==> src/sv/tdp_pkg.sv <==
// Shared types and constants for the duration string parser.
// Used by the front end, the item queue, the back end and the top level.
`default_nettype none

package tdp_pkg;

  localparam int TotalW          = 64;
  localparam int PosW            = 8;
  localparam int QueueDepth      = 2;
  localparam int MaxCharsDefault = 256;

  localparam logic [TotalW-1:0] SecPerMin  = TotalW'(60);
  localparam logic [TotalW-1:0] MinPerHour = TotalW'(60);
  localparam logic [TotalW-1:0] HourPerDay = TotalW'(24);
  localparam logic [TotalW-1:0] DayPerWeek = TotalW'(7);
  localparam logic [TotalW-1:0] SecPerHour = SecPerMin * MinPerHour;
  localparam logic [TotalW-1:0] SecPerDay  = SecPerHour * HourPerDay;
  localparam logic [TotalW-1:0] SecPerWeek = SecPerDay * DayPerWeek;

  typedef enum logic [2:0] {
    CLS_SPACE,
    CLS_SIGN,
    CLS_UNIT,
    CLS_DIGIT,
    CLS_OTHER
  } char_cls_e;

  typedef enum logic [2:0] {
    MUL_ZERO,
    MUL_ONE,
    MUL_MIN,
    MUL_HOUR,
    MUL_DAY,
    MUL_WEEK
  } mul_e;

  typedef enum logic [1:0] {
    SIGN_NONE,
    SIGN_PLUS,
    SIGN_MINUS
  } sign_e;

  // One classified character as it travels from the front end to the back end.
  typedef struct packed {
    char_cls_e  cls;
    logic [3:0] digit;
    mul_e       unit;
    logic       minus;
    logic       last;
  } item_t;

  // What a result needs besides its value, carried alongside the arithmetic.
  typedef struct packed {
    logic            last;
    logic            neg;
    logic [PosW-1:0] pos;
    logic            complete;
  } res_meta_t;

endpackage

`default_nettype wire

==> src/sv/tdp_front.sv <==
// Front end of the duration string parser: input register and character classifier.
// Depends on tdp_pkg for the item type and class codes.
`default_nettype none

module tdp_front (
  input  wire logic          clk_i,
  input  wire logic          rst_ni,
  input  wire logic          in_valid_i,
  output logic               in_ready_o,
  input  wire logic [7:0]    char_code_i,
  input  wire logic          last_char_i,
  output logic               item_valid_o,
  input  wire logic          item_ready_i,
  output tdp_pkg::item_t     item_o
);

  localparam logic [7:0] ChTab   = 8'h09;
  localparam logic [7:0] ChSpace = 8'h20;
  localparam logic [7:0] ChPlus  = 8'h2B;
  localparam logic [7:0] ChMinus = 8'h2D;
  localparam logic [7:0] Ch0     = 8'h30;
  localparam logic [7:0] Ch9     = 8'h39;
  localparam logic [7:0] ChUpS   = 8'h53;
  localparam logic [7:0] ChLoS   = 8'h73;
  localparam logic [7:0] ChUpM   = 8'h4D;
  localparam logic [7:0] ChLoM   = 8'h6D;
  localparam logic [7:0] ChUpH   = 8'h48;
  localparam logic [7:0] ChLoH   = 8'h68;
  localparam logic [7:0] ChUpD   = 8'h44;
  localparam logic [7:0] ChLoD   = 8'h64;
  localparam logic [7:0] ChUpW   = 8'h57;
  localparam logic [7:0] ChLoW   = 8'h77;

  tdp_pkg::item_t item_d, item_q;
  logic           valid_q;

  always_comb begin
    item_d.cls   = tdp_pkg::CLS_OTHER;
    item_d.digit = char_code_i[3:0];
    item_d.unit  = tdp_pkg::MUL_ZERO;
    item_d.minus = (char_code_i == ChMinus);
    item_d.last  = last_char_i;
    case (char_code_i)
      ChSpace, ChTab: item_d.cls = tdp_pkg::CLS_SPACE;
      ChPlus, ChMinus: item_d.cls = tdp_pkg::CLS_SIGN;
      ChUpS, ChLoS: begin
        item_d.cls  = tdp_pkg::CLS_UNIT;
        item_d.unit = tdp_pkg::MUL_ONE;
      end
      ChUpM, ChLoM: begin
        item_d.cls  = tdp_pkg::CLS_UNIT;
        item_d.unit = tdp_pkg::MUL_MIN;
      end
      ChUpH, ChLoH: begin
        item_d.cls  = tdp_pkg::CLS_UNIT;
        item_d.unit = tdp_pkg::MUL_HOUR;
      end
      ChUpD, ChLoD: begin
        item_d.cls  = tdp_pkg::CLS_UNIT;
        item_d.unit = tdp_pkg::MUL_DAY;
      end
      ChUpW, ChLoW: begin
        item_d.cls  = tdp_pkg::CLS_UNIT;
        item_d.unit = tdp_pkg::MUL_WEEK;
      end
      default: begin
        if (char_code_i >= Ch0 && char_code_i <= Ch9) begin
          item_d.cls = tdp_pkg::CLS_DIGIT;
        end
      end
    endcase
  end

  assign in_ready_o   = !valid_q || item_ready_i;
  assign item_valid_o = valid_q;
  assign item_o       = item_q;

  always_ff @(posedge clk_i or negedge rst_ni) begin
    if (!rst_ni) begin
      valid_q <= 1'b0;
    end else if (in_ready_o) begin
      valid_q <= in_valid_i;
    end
  end

  always_ff @(posedge clk_i) begin
    if (in_valid_i && in_ready_o) begin
      item_q <= item_d;
    end
  end

endmodule

`default_nettype wire

==> src/sv/tdp_fifo.sv <==
// Short queue of classified items between the front end and the back end.
// Depends on tdp_pkg for the item type and the queue depth.
`default_nettype none

module tdp_fifo (
  input  wire logic          clk_i,
  input  wire logic          rst_ni,
  input  wire logic          in_valid_i,
  output logic               in_ready_o,
  input  wire tdp_pkg::item_t in_item_i,
  output logic               out_valid_o,
  input  wire logic          out_ready_i,
  output tdp_pkg::item_t     out_item_o
);

  localparam int Depth = tdp_pkg::QueueDepth;
  localparam int PtrW  = (Depth > 1) ? $clog2(Depth) : 1;
  localparam int CntW  = $clog2(Depth + 1);
  localparam logic [PtrW-1:0] LastPtr = PtrW'(Depth - 1);
  localparam logic [CntW-1:0] FullCnt = CntW'(Depth);

  tdp_pkg::item_t  mem_q [Depth];
  logic [PtrW-1:0] wr_ptr_q, rd_ptr_q;
  logic [CntW-1:0] count_q;
  logic            push, pop;

  assign in_ready_o  = (count_q != FullCnt);
  assign out_valid_o = (count_q != '0);
  assign out_item_o  = mem_q[rd_ptr_q];
  assign push        = in_valid_i && in_ready_o;
  assign pop         = out_valid_o && out_ready_i;

  always_ff @(posedge clk_i or negedge rst_ni) begin
    if (!rst_ni) begin
      wr_ptr_q <= '0;
      rd_ptr_q <= '0;
      count_q  <= '0;
    end else begin
      if (push) begin
        wr_ptr_q <= (wr_ptr_q == LastPtr) ? '0 : wr_ptr_q + PtrW'(1);
      end
      if (pop) begin
        rd_ptr_q <= (rd_ptr_q == LastPtr) ? '0 : rd_ptr_q + PtrW'(1);
      end
      if (push && !pop) begin
        count_q <= count_q + CntW'(1);
      end else if (pop && !push) begin
        count_q <= count_q - CntW'(1);
      end
    end
  end

  always_ff @(posedge clk_i) begin
    if (push) begin
      mem_q[wr_ptr_q] <= in_item_i;
    end
  end

endmodule

`default_nettype wire

==> src/sv/tdp_back.sv <==
// Back end of the duration string parser: parse state, unit product, total and result.
// Depends on tdp_pkg for item, metadata, code types and time constants.
`default_nettype none

module tdp_back #(
  parameter int MAX_CHARS = tdp_pkg::MaxCharsDefault
) (
  input  wire logic                         clk_i,
  input  wire logic                         rst_ni,
  input  wire logic                         item_valid_i,
  output logic                              item_ready_o,
  input  wire tdp_pkg::item_t               item_i,
  output logic                              out_valid_o,
  input  wire logic                         out_ready_i,
  output logic [tdp_pkg::TotalW-1:0]        total_seconds_o,
  output logic [tdp_pkg::PosW-1:0]          stop_position_o,
  output logic                              complete_o
);

  localparam int W      = tdp_pkg::TotalW;
  localparam int PW     = tdp_pkg::PosW;
  localparam int PosMax = (1 << PW) - 1;
  localparam int PosLimInt = (MAX_CHARS - 1 > PosMax) ? PosMax : MAX_CHARS - 1;
  localparam logic [PW-1:0] PosLim = PW'(PosLimInt);

  // Parse state, updated once per item taken from the queue.
  tdp_pkg::sign_e  sign_q, sign_d;
  logic [W-1:0]    acc_q, acc_d, acc_x10;
  logic            stopped_q, stopped_d;
  logic [PW-1:0]   pos_q, pos_d, stop_idx_q, stop_idx_d;
  logic [W-1:0]    opnd_d;
  tdp_pkg::mul_e   mul_d;
  tdp_pkg::res_meta_t meta_d;

  // Operand stage, product stage, result stage and output register.
  logic               a_valid_q;
  logic [W-1:0]       a_opnd_q;
  tdp_pkg::mul_e      a_mul_q;
  tdp_pkg::res_meta_t a_meta_q;

  logic               b_valid_q;
  logic [W-1:0]       b_prod_q, prod_d;
  tdp_pkg::res_meta_t b_meta_q;

  logic [W-1:0]       total_q, sum;

  logic               r_valid_q;
  logic [W-1:0]       r_sum_q;
  tdp_pkg::res_meta_t r_meta_q;

  logic               out_valid_q;
  logic [W-1:0]       out_total_q;
  logic [PW-1:0]      out_pos_q;
  logic               out_cmpl_q;

  logic out_free, r_go, r_free, b_go, b_free, a_go, a_free, f_go;

  assign out_free = !out_valid_q || out_ready_i;
  assign r_go     = r_valid_q && out_free;
  assign r_free   = !r_valid_q || out_free;
  assign b_go     = b_valid_q && (!b_meta_q.last || r_free);
  assign b_free   = !b_valid_q || b_go;
  assign a_go     = a_valid_q && b_free;
  assign a_free   = !a_valid_q || b_free;
  assign f_go     = item_valid_i && a_free;

  assign item_ready_o = a_free;

  always_comb begin
    acc_x10    = {acc_q[W-4:0], 3'b000} + {acc_q[W-2:0], 1'b0} + W'(item_i.digit);
    sign_d     = sign_q;
    acc_d      = acc_q;
    stopped_d  = stopped_q;
    stop_idx_d = stop_idx_q;
    opnd_d     = '0;
    mul_d      = tdp_pkg::MUL_ZERO;
    if (!stopped_q) begin
      case (item_i.cls)
        tdp_pkg::CLS_SIGN: begin
          if (sign_q == tdp_pkg::SIGN_NONE) begin
            sign_d = item_i.minus ? tdp_pkg::SIGN_MINUS : tdp_pkg::SIGN_PLUS;
          end else begin
            // A second sign stops without adding the pending digits.
            stopped_d  = 1'b1;
            stop_idx_d = pos_q;
          end
        end
        tdp_pkg::CLS_UNIT: begin
          opnd_d = acc_q;
          mul_d  = item_i.unit;
          acc_d  = '0;
        end
        tdp_pkg::CLS_DIGIT: acc_d = acc_x10;
        tdp_pkg::CLS_OTHER: begin
          opnd_d     = acc_q;
          mul_d      = tdp_pkg::MUL_ONE;
          stopped_d  = 1'b1;
          stop_idx_d = pos_q;
        end
        default: ;
      endcase
    end
    pos_d = (pos_q < PosLim) ? pos_q + PW'(1) : pos_q;
    // On the final character of an unstopped string the pending digits count as seconds.
    // A unit letter has already cleared them and claimed the product slot.
    if (item_i.last && !stopped_d && item_i.cls != tdp_pkg::CLS_UNIT) begin
      opnd_d = acc_d;
      mul_d  = tdp_pkg::MUL_ONE;
    end
    meta_d.last     = item_i.last;
    meta_d.neg      = (sign_d == tdp_pkg::SIGN_MINUS);
    meta_d.pos      = stopped_d ? stop_idx_d : pos_d;
    meta_d.complete = !stopped_d;
  end

  always_ff @(posedge clk_i or negedge rst_ni) begin
    if (!rst_ni) begin
      sign_q     <= tdp_pkg::SIGN_NONE;
      acc_q      <= '0;
      stopped_q  <= 1'b0;
      pos_q      <= '0;
      stop_idx_q <= '0;
    end else if (f_go) begin
      if (item_i.last) begin
        sign_q     <= tdp_pkg::SIGN_NONE;
        acc_q      <= '0;
        stopped_q  <= 1'b0;
        pos_q      <= '0;
        stop_idx_q <= '0;
      end else begin
        sign_q     <= sign_d;
        acc_q      <= acc_d;
        stopped_q  <= stopped_d;
        pos_q      <= pos_d;
        stop_idx_q <= stop_idx_d;
      end
    end
  end

  always_comb begin
    case (a_mul_q)
      tdp_pkg::MUL_ONE:  prod_d = a_opnd_q;
      tdp_pkg::MUL_MIN:  prod_d = a_opnd_q * tdp_pkg::SecPerMin;
      tdp_pkg::MUL_HOUR: prod_d = a_opnd_q * tdp_pkg::SecPerHour;
      tdp_pkg::MUL_DAY:  prod_d = a_opnd_q * tdp_pkg::SecPerDay;
      tdp_pkg::MUL_WEEK: prod_d = a_opnd_q * tdp_pkg::SecPerWeek;
      default:           prod_d = '0;
    endcase
  end

  // After a stop every product is zero, so the total freezes at the stop value.
  assign sum = total_q + b_prod_q;

  always_ff @(posedge clk_i or negedge rst_ni) begin
    if (!rst_ni) begin
      a_valid_q   <= 1'b0;
      b_valid_q   <= 1'b0;
      r_valid_q   <= 1'b0;
      out_valid_q <= 1'b0;
      total_q     <= '0;
    end else begin
      if (a_free) begin
        a_valid_q <= item_valid_i;
      end
      if (b_free) begin
        b_valid_q <= a_valid_q;
      end
      if (r_free) begin
        r_valid_q <= b_go && b_meta_q.last;
      end
      if (out_free) begin
        out_valid_q <= r_valid_q;
      end
      if (b_go) begin
        total_q <= b_meta_q.last ? '0 : sum;
      end
    end
  end

  always_ff @(posedge clk_i) begin
    if (f_go) begin
      a_opnd_q <= opnd_d;
      a_mul_q  <= mul_d;
      a_meta_q <= meta_d;
    end
    if (a_go) begin
      b_prod_q <= prod_d;
      b_meta_q <= a_meta_q;
    end
    if (b_go && b_meta_q.last) begin
      r_sum_q  <= sum;
      r_meta_q <= b_meta_q;
    end
    if (r_go) begin
      out_total_q <= r_meta_q.neg ? (~r_sum_q + W'(1)) : r_sum_q;
      out_pos_q   <= r_meta_q.pos;
      out_cmpl_q  <= r_meta_q.complete;
    end
  end

  assign out_valid_o     = out_valid_q;
  assign total_seconds_o = out_total_q;
  assign stop_position_o = out_pos_q;
  assign complete_o      = out_cmpl_q;

  a_stop_sticky: assert property (@(posedge clk_i) disable iff (!rst_ni)
    stopped_q && !(f_go && item_i.last) |=> stopped_q)
    else $error("parse stop flag cleared before the end of the string");

  a_pos_limit: assert property (@(posedge clk_i) disable iff (!rst_ni)
    pos_q <= PosLim)
    else $error("character position beyond its saturation limit");

  a_stopped_no_product: assert property (@(posedge clk_i) disable iff (!rst_ni)
    f_go && stopped_q |=> a_valid_q && a_mul_q == tdp_pkg::MUL_ZERO)
    else $error("item after a stop produced a nonzero product");

  a_total_cleared: assert property (@(posedge clk_i) disable iff (!rst_ni)
    b_go && b_meta_q.last |=> total_q == '0)
    else $error("running total not cleared after the final character");

endmodule

`default_nettype wire

==> src/sv/ttl_duration_parser.sv <==
// Duration string parser, one character per item.
//
// The input channel (in_valid_i / in_ready_o) carries one ASCII character
// per item in char_code_i, with last_char_i set on the final character of a
// string. Digits, unit letters (s, m, h, d, w in either case), spaces, tabs
// and one sign anywhere are understood; a second sign or anything else ends the parse early.
// The output channel (out_valid_o / out_ready_i) carries one result per
// string: the signed total in seconds, the position where parsing stopped
// (or the string length, saturated) and a flag that is set when the whole
// string was consumed.
// Throughput is one character per cycle, sustained while the receiver takes results.
// A result is offered once its final character has passed the input register,
// then the queue, parse-state, unit-product, total and output stages.
// Reset empties every stage and clears the parse state. When the receiver
// holds off, finished results wait in the output and result registers and
// the queue fills before in_ready_o falls; nothing is lost or repeated.
// Depends on tdp_pkg, tdp_front, tdp_fifo and tdp_back.
`default_nettype none

module ttl_duration_parser #(
  parameter int MAX_CHARS = tdp_pkg::MaxCharsDefault
) (
  input  wire logic                        clk_i,
  input  wire logic                        rst_ni,
  input  wire logic                        in_valid_i,
  output logic                             in_ready_o,
  input  wire logic [7:0]                  char_code_i,
  input  wire logic                        last_char_i,
  output logic                             out_valid_o,
  input  wire logic                        out_ready_i,
  output logic signed [tdp_pkg::TotalW-1:0] total_seconds_o,
  output logic [tdp_pkg::PosW-1:0]         stop_position_o,
  output logic                             complete_o
);

  tdp_pkg::item_t front_item, queue_item;
  logic           front_valid, front_ready;
  logic           queue_valid, queue_ready;
  logic [tdp_pkg::TotalW-1:0] total_raw;

  tdp_front u_front (
    .clk_i        (clk_i),
    .rst_ni       (rst_ni),
    .in_valid_i   (in_valid_i),
    .in_ready_o   (in_ready_o),
    .char_code_i  (char_code_i),
    .last_char_i  (last_char_i),
    .item_valid_o (front_valid),
    .item_ready_i (front_ready),
    .item_o       (front_item)
  );

  tdp_fifo u_fifo (
    .clk_i       (clk_i),
    .rst_ni      (rst_ni),
    .in_valid_i  (front_valid),
    .in_ready_o  (front_ready),
    .in_item_i   (front_item),
    .out_valid_o (queue_valid),
    .out_ready_i (queue_ready),
    .out_item_o  (queue_item)
  );

  tdp_back #(
    .MAX_CHARS (MAX_CHARS)
  ) u_back (
    .clk_i           (clk_i),
    .rst_ni          (rst_ni),
    .item_valid_i    (queue_valid),
    .item_ready_o    (queue_ready),
    .item_i          (queue_item),
    .out_valid_o     (out_valid_o),
    .out_ready_i     (out_ready_i),
    .total_seconds_o (total_raw),
    .stop_position_o (stop_position_o),
    .complete_o      (complete_o)
  );

  assign total_seconds_o = $signed(total_raw);

endmodule

`default_nettype wire
==> config.mk <==
export PLATFORM = sky130hd
export DESIGN_NAME = ttl_duration_parser
export DESIGN_NICKNAME = d
export VERILOG_FILES = /design/src/sv/tdp_pkg.sv /design/src/sv/tdp_front.sv /design/src/sv/tdp_fifo.sv /design/src/sv/tdp_back.sv /design/src/sv/ttl_duration_parser.sv
export SDC_FILE = /design/constraint.sdc
export NUM_CORES = 2
export LEC_CHECK = 0
export ABC_CLOCK_PERIOD_IN_PS = 8200
export BUFFER_PORTS_ARGS = -buffer_cell sky130_fd_sc_hd__clkbuf_2
export CORE_MARGIN = 3
export CORE_UTILIZATION = 57
export CTS_BUF_LIST = sky130_fd_sc_hd__clkbuf_4 sky130_fd_sc_hd__clkbuf_8
export CTS_CLUSTER_DIAMETER = 30
export DETAILED_ROUTE_END_ITERATION = 10
export PLACE_DENSITY = 0.73
export SLEW_MARGIN = 10
export SYNTH_ARGS = -nofsm -noshare
export SYNTH_HDL_FRONTEND = slang
export SYNTH_SLANG_ARGS = --single-unit
==> constraint.sdc <==
create_clock -name clk_i -period 8.2 [get_ports clk_i]
set_input_delay 1.64 -clock clk_i [delete_from_list [all_inputs] [get_ports clk_i]]
set_output_delay 1.64 -clock clk_i [all_outputs]
set_load 0.05 [all_outputs]
# Word-level counts from Yosys, hierarchy flattened
# Memory sizes are Yosys's and may differ from the RTL's.
# Index checks and enable logic that the tools add are counted.
# W data, S select, Z words.
dict set report word_totals {
  register_bits 468
  ramBits 24
  input_bits 13
  word_cells 158
  mem_count 1
}
dict set report classes {
  add_sub_neg 9
  n_mul 4
  n_lt_le_gt_ge 3
  eq_ne 26
  n_mux 36
  bitwise_logic 1
  n_reduce_logical 40
}
# name words width rd rd_clocked_by_memory_dff write_ports line_no
set mem_list {}
lappend mem_list {u_fifo.mem_q 2 12 1 0 1 tdp_fifo.sv:22} ;# tdp_pkg::item_t mem_q [Depth];
# cell count
set ops {}
lappend ops {{$mux W64} 7}
lappend ops {{$pmux W64 S5} 1}
lappend ops {{$add A64 B64 Y64} 2}
lappend ops {{$pmux W64 S2} 1}
lappend ops {{$eq A8 B7 Y1 const B} 10}
lappend ops {{$add A64 B1 Y64 const B} 1}
lappend ops {{$add A64 B4 Y64} 1}
lappend ops {{$mul A64 B10 Y57 const B} 1}
lappend ops {{$mul A64 B13 Y57 const B} 1}
lappend ops {{$mul A64 B4 Y62 const B} 1}
lappend ops {{$mul A64 B8 Y60 const B} 1}
lappend ops {{$not A64 Y64} 1}
lappend ops {{$mux W8} 6}
lappend ops {{$eq A8 B6 Y1 const B} 3}
lappend ops {{$reduce_or A2 Y1} 9}
lappend ops {{$pmux W8 S2} 1}
lappend ops {{$pmux W3 S5} 1}
lappend ops {{$mux W2} 7}
lappend ops {{$eq A3 B2 Y1 const B} 4}
lappend ops {{$logic_and A1 B1 Y1} 12}
lappend ops {{$reduce_or A10 Y1} 1}
lappend ops {{$eq A3 B3 Y1 const B} 3}
lappend ops {{$logic_not A1 Y1} 9}
lappend ops {{$pmux W3 S3} 1}
lappend ops {{19 further kinds} 34}

# Logic depth before layout (Yosys ltp)
dict set report depth {
  ltp_word 11
  depth_mapped 23
  ltp_nobuf 23
}

# Modules after synthesis
# A second synthesis with hierarchy kept.
dict set report unflattened {
  hier_cells 5952
  area_unflattened_um2 57326.2
}
# module n_inst cells_per_inst area_each_um2 seq_area_each_um2
set by_module_without_submodules {}
lappend by_module_without_submodules {tdp_back 1 5843 55585.8 12787.3}
lappend by_module_without_submodules {tdp_fifo 1 55 1078.5 820.8}
lappend by_module_without_submodules {tdp_front 1 54 661.9 385.4}

# Worst setup path after synthesis
# No wires, ideal clock.
dict set report synth_timing {
  path_type {register to register}
  from {register u_back.a_opnd_q[11]}
  to {register u_back.b_prod_q[60], data pin}
  setup_ns 0.138
  arrival_ns 5.888
  required_ns 8.062
  slack_ns 2.174
  path_stages_with_launch 23
  n_path_buf 1
  period_less_slack_ns 6.026
  path_cell_list {edfxtp_1 > fa_1 > ha_1 > inv_1 > fa_1 > inv_1 > fa_1 > inv_1 > fa_1 > inv_1 > ha_1 > clkbuf_1 > o21ai_0 > o21ai_0 > a31o_2 > a211oi_2 > o31ai_2 > a21oi_2 > o311ai_4 > a211oi_1 > a41o_1 > or4_1 > nand4_1}
}
dict set report synth_between {
  elab_chain_len 2
}
# element line_no
set synth_lines {}
lappend synth_lines {{from (decl)} tdp_back.sv:37} ;# logic [W-1:0] a_opnd_q;
lappend synth_lines {{from (signal assigned)} tdp_back.sv:182} ;# a_opnd_q <= opnd_d;
lappend synth_lines {{$mul A64 B13 Y57, or another cell as far along} tdp_back.sv:146} ;# tdp_pkg::MUL_WEEK: prod_d = a_opnd_q * tdp_pkg::SecPerWeek;
lappend synth_lines {{$pmux W64 S5 *} tdp_back.sv:141} ;# case (a_mul_q)
lappend synth_lines {{named net u_back.prod_d[60]} tdp_back.sv:42} ;# logic [W-1:0] b_prod_q, prod_d;
lappend synth_lines {{to (signal assigned)} tdp_back.sv:187} ;# b_prod_q <= prod_d;
lappend synth_lines {{to (decl)} tdp_back.sv:42}
# Mark *: on every way through the listed nets, which the timed path passes. The rest lies on a longest branch.
# A chain may end at the register's enable or synchronous reset.

# Worst setup path after layout
dict set report layout_timing {
  from {register u_back.a_opnd_q[12]}
  to {register u_back.b_prod_q[42], data pin}
}
# The elaborated chain is that of the path after synthesis.

==> summary.md <==
| Metric | Value |
|---|---|
| Fill count | 8425 |
| CORE AREA | 0.0990 mm2 |
| CP max stage cell | edfxtp_1 |
| # rows | 115 |
| GR Util All Layers | 34.0% |
| Grt met2 use | 49.9% |
| Layout cells sized above 1 | 7.04% |
| Vias in the first global route | approximately 46000 |
| Post-DP HPWL | 144000 um |
| Total vias in the final route | between 40000 and 50000 |
| F_max | 138 MHz |
| Post-Layout Cell Count | about 7400 |
| Post-Synthesis Cells | 5974 |
| Async set-reset flop share out of synthesis | between 30% and 40% |
| GPL Wtd Cong | around 1.0 |
| Netlist cell types | 91 |
| Number of synthesized flops with an enable pin | 336 |
| P&R area growth vs syn | 7.63% |
| Die Span Y | between 300 and 400 um |
| Vias per inst | 6.21 |
| Final Cell Area | 0.0616 mm2 |
| Crit Path Max Fanout | 13 |
| Initial antenna violation count | 5 |
| DRT iter0 DRCs | 4581 |
| CTS tree | built |
| Wire per inst | 23.8 um |
| Clock buffer depth | 3 |
| Status | complete, no violations |
| Post-CTS Hold Buffers | 0 |
| Worst-Skew Late Latency | about 0.76 ns |
| Syn nets | 7179 |
| Crit path capture type | register |
| Measured slew at the worst slew-check pin | roughly 1.3 ns |
| Met3 usage | 11.7% |
| Fin nets | 7238 |
| Tmin final | 7.25 ns |
| Inst Count DP | 7215 |
| Most common cell after layout, fill and taps aside | inv_1 |
| WS Path Type | reg2reg |
| Synth Flop Type | edfxtp_1 |
| CTS clk-pin slew, worst paths | 0.06 ns |
| Largest net degree at the start of global routing | 74 |
| GR Overflow Total | 0 |
| Slew Limit Fails | 0 |
| Grt met1 use | 48.8% |
| Die area | 0.104 mm2 |
| Clk root buf | clkbuf_8 |
| Max-cap violations | 0 |
| Top-level I/O count | 88 |
| Largest stage delay, worst path | 0.99 ns |
| Drt drc | 0 |
| Post-route setup TNS | 0 ns |
| Most frequent cells in the layout | 877 x inv_1, 686 x ha_1, 506 x fa_1, 431 x a21oi_1, 358 x nand2_1 |
| Routed Antenna Nets | 0 |
| Crit path cell chain | fa_1, ha_1, inv_1, fa_1, inv_1, fa_1, inv_1, fa_1, inv_1, ha_1, a211oi_1, o21ai_0, a31o_2, a211oi_2, o31ai_2, a31o_2, a31oi_1, o21bai_1, xor2_1, a221oi_1, o211ai_1 |
| Setup Fix Bufs, Post-CTS | 0 |
| Routed WL | 176000 um |
| Data arrival, critical path | 7.72 ns |
| H-tree level count | 3 |
| Slew Limit Headroom | 12.0% |
| Hold Path Class | reg2reg |
| Final setup viols | 0 |
| Layout Skew | 0.0544 ns |
| Clock Sinks | slightly below 500 |
| Yosys reg bits | 492 |
| Hold Fails Final Rpt | 0 |
| Placed cell area | 0.0591 mm2 |
| Post-Syn Area | around 0.057 mm2 |
| CTS-repair resized insts | 0 |
| Port bufs | 87 |
| Share of the yosys chip area belonging to registers | 24.4% |
| First-pass GRT wire length | about 270000 um |
| Hold WS | 0.414 ns |
| Number of synthesis warnings | 0 |
| Kind of launch point of the worst setup path | register |
| TritonCTS buffer count | 103 |
| Starting Density | between 50 and 60% |
| Total iterations of the first detailed-routing run | 8 |
| Syn avg cell area | 9.58 um2 |
| Final worst-path cycle share | 88.4% |
| Die Span X | 323 um |
| Critical path required time | 8.67 ns |
| GRT busiest layer | met2 |
| RSZ-0062 raised after global routing | no |
-- layout make-up --
| type | instances | area, um2 | share of cell area [%] |
|---|---|---|---|
| Clock inverter | 65 | 811 | 1.32 |
| Multi-Input combinational cell | 4396 | 39200 | 63.7 |
| Antenna cell | 1 | 2.50 | 0.00406 |
| Tap cell | 1287 | 1610 | 2.61 |
| Timing Repair Buffer | 162 | 1000 | 1.63 |
| Inverter | 878 | 3300 | 5.35 |
| Clock buffer | 129 | 1650 | 2.68 |
| Sequential cell | 492 | 14000 | 22.7 |
-- cells by family (layout without fill, tap and decap cells) --
| group | count (synthesis) | count (layout) | synth area share [%] |
|---|---|---|---|
| buffers and inverters | 1086 | 1234 | 7.12 |
| and+or+nand+nor | 1083 | 1083 | 9.32 |
| other | 0 | 1 | 0 |
| AOI/OAI and AO/OA | 1677 | 1677 | 19.5 |
| adders and majority gates | 1192 | 1192 | 32.7 |
| DFF | 492 | 492 | 24.4 |
| muxes | 38 | 38 | 0.680 |
| xor gates and xnor gates | 406 | 406 | 6.21 |
-- state kept, by name, indices dropped and copies added (netlist names), 2 cells and up --
| name | flops |
|---|---|
| u_back.a_meta_q | 11 |
| u_back.a_mul_q | 3 |
| u_back.a_opnd_q | 64 |
| u_back.acc_q | 64 |
| u_back.b_meta_q | 11 |
| u_back.b_prod_q | 64 |
| u_back.pos_q | 8 |
| u_back.r_meta_q | 10 |
| u_back.r_sum_q | 64 |
| u_back.sign_q | 2 |
| u_back.stop_idx_q | 8 |
| u_back.stop_position_o | 8 |
| u_back.total_q | 64 |
| u_back.total_seconds_o | 64 |
| u_fifo.count_q | 2 |
| u_fifo.mem_q | 24 |
| u_front.item_o | 12 |
-- Yosys cell counts (13+ instances only) --
library cell	count	area, um2
inv_1	877	3290
ha_1	686	8580
fa_1	506	10100
a21oi_1	431	2160
nand2_1	359	1350
edfxtp_1	336	10100
o21ai_0	328	1640
xnor2_1	254	2220
nor2_1	219	822
a22o_1	202	1770
clkbuf_1	200	751
a21o_1	193	1450
dfrtp_1	156	3900
xor2_1	152	1330
nand4_1	94	588
nand3_1	81	405
o21bai_1	70	526
nor3_1	53	265
a31oi_1	51	319
nand2b_1	50	313
o21a_1	46	345
o31ai_1	45	338
and3_1	44	275
nor2b_1	43	269
o211ai_1	42	315
a22oi_1	31	233
mux2i_1	31	310
a211oi_1	30	225
a221oi_1	25	219
and2_1	23	144
or3_1	23	144
o22ai_1	20	125
or4_1	19	143
o221ai_1	16	140
or2_2	15	93.8
a211o_1	13	114
a221o_1	13	130
-- worst paths after layout --
kind                                     start                   end  slack [ns]  cells past startpoint
max in group asynchronous               rst_ni      u_back.acc_q[43]        6.19                      2
max                        u_back.a_opnd_q[12]   u_back.b_prod_q[42]        0.95                     21
min                         u_back.b_meta_q[0]    u_back.r_meta_q[0]        0.41                      0
min reg2reg                 u_back.b_meta_q[0]    u_back.r_meta_q[0]        0.41                      0
max reg2reg                u_back.a_opnd_q[12]   u_back.b_prod_q[42]        0.95                     21
min in group asynchronous               rst_ni  u_back.stop_idx_q[1]        0.77                      1
-- worst max-delay path, delay by kind of cell, from the launching register on --
kind | cells | cell delay [ns]
compound gates | 10 | 2.77
xor+xnor | 1 | 0.17
fa+ha+maj | 6 | 2.80
buf+inv | 4 | 0.22
flops | 1 | 0.99
-- metal layers --
layer  up-vias  part of all wire, %  wire length [um]
met4         6                  2.0              3570
met1     22609                   44             78100
li1      21237                    -                 -
met5         -                0.023                41
met2      1929                   42             74100
met3       240                   12             20500
-- stage by stage --
stage          worst slack [ns]  utilization [%]
6_report                  0.954             62.2
5_1_grt                   0.650             62.2
4_1_cts                    1.08             62.2
3_5_place_dp               1.12             59.7
3_3_place_gp               1.23             59.7
2_1_floorplan              2.17                -
Power is not shown: default switching activity piles up to over one toggle a cycle in this logic, so the estimate is an artifact.
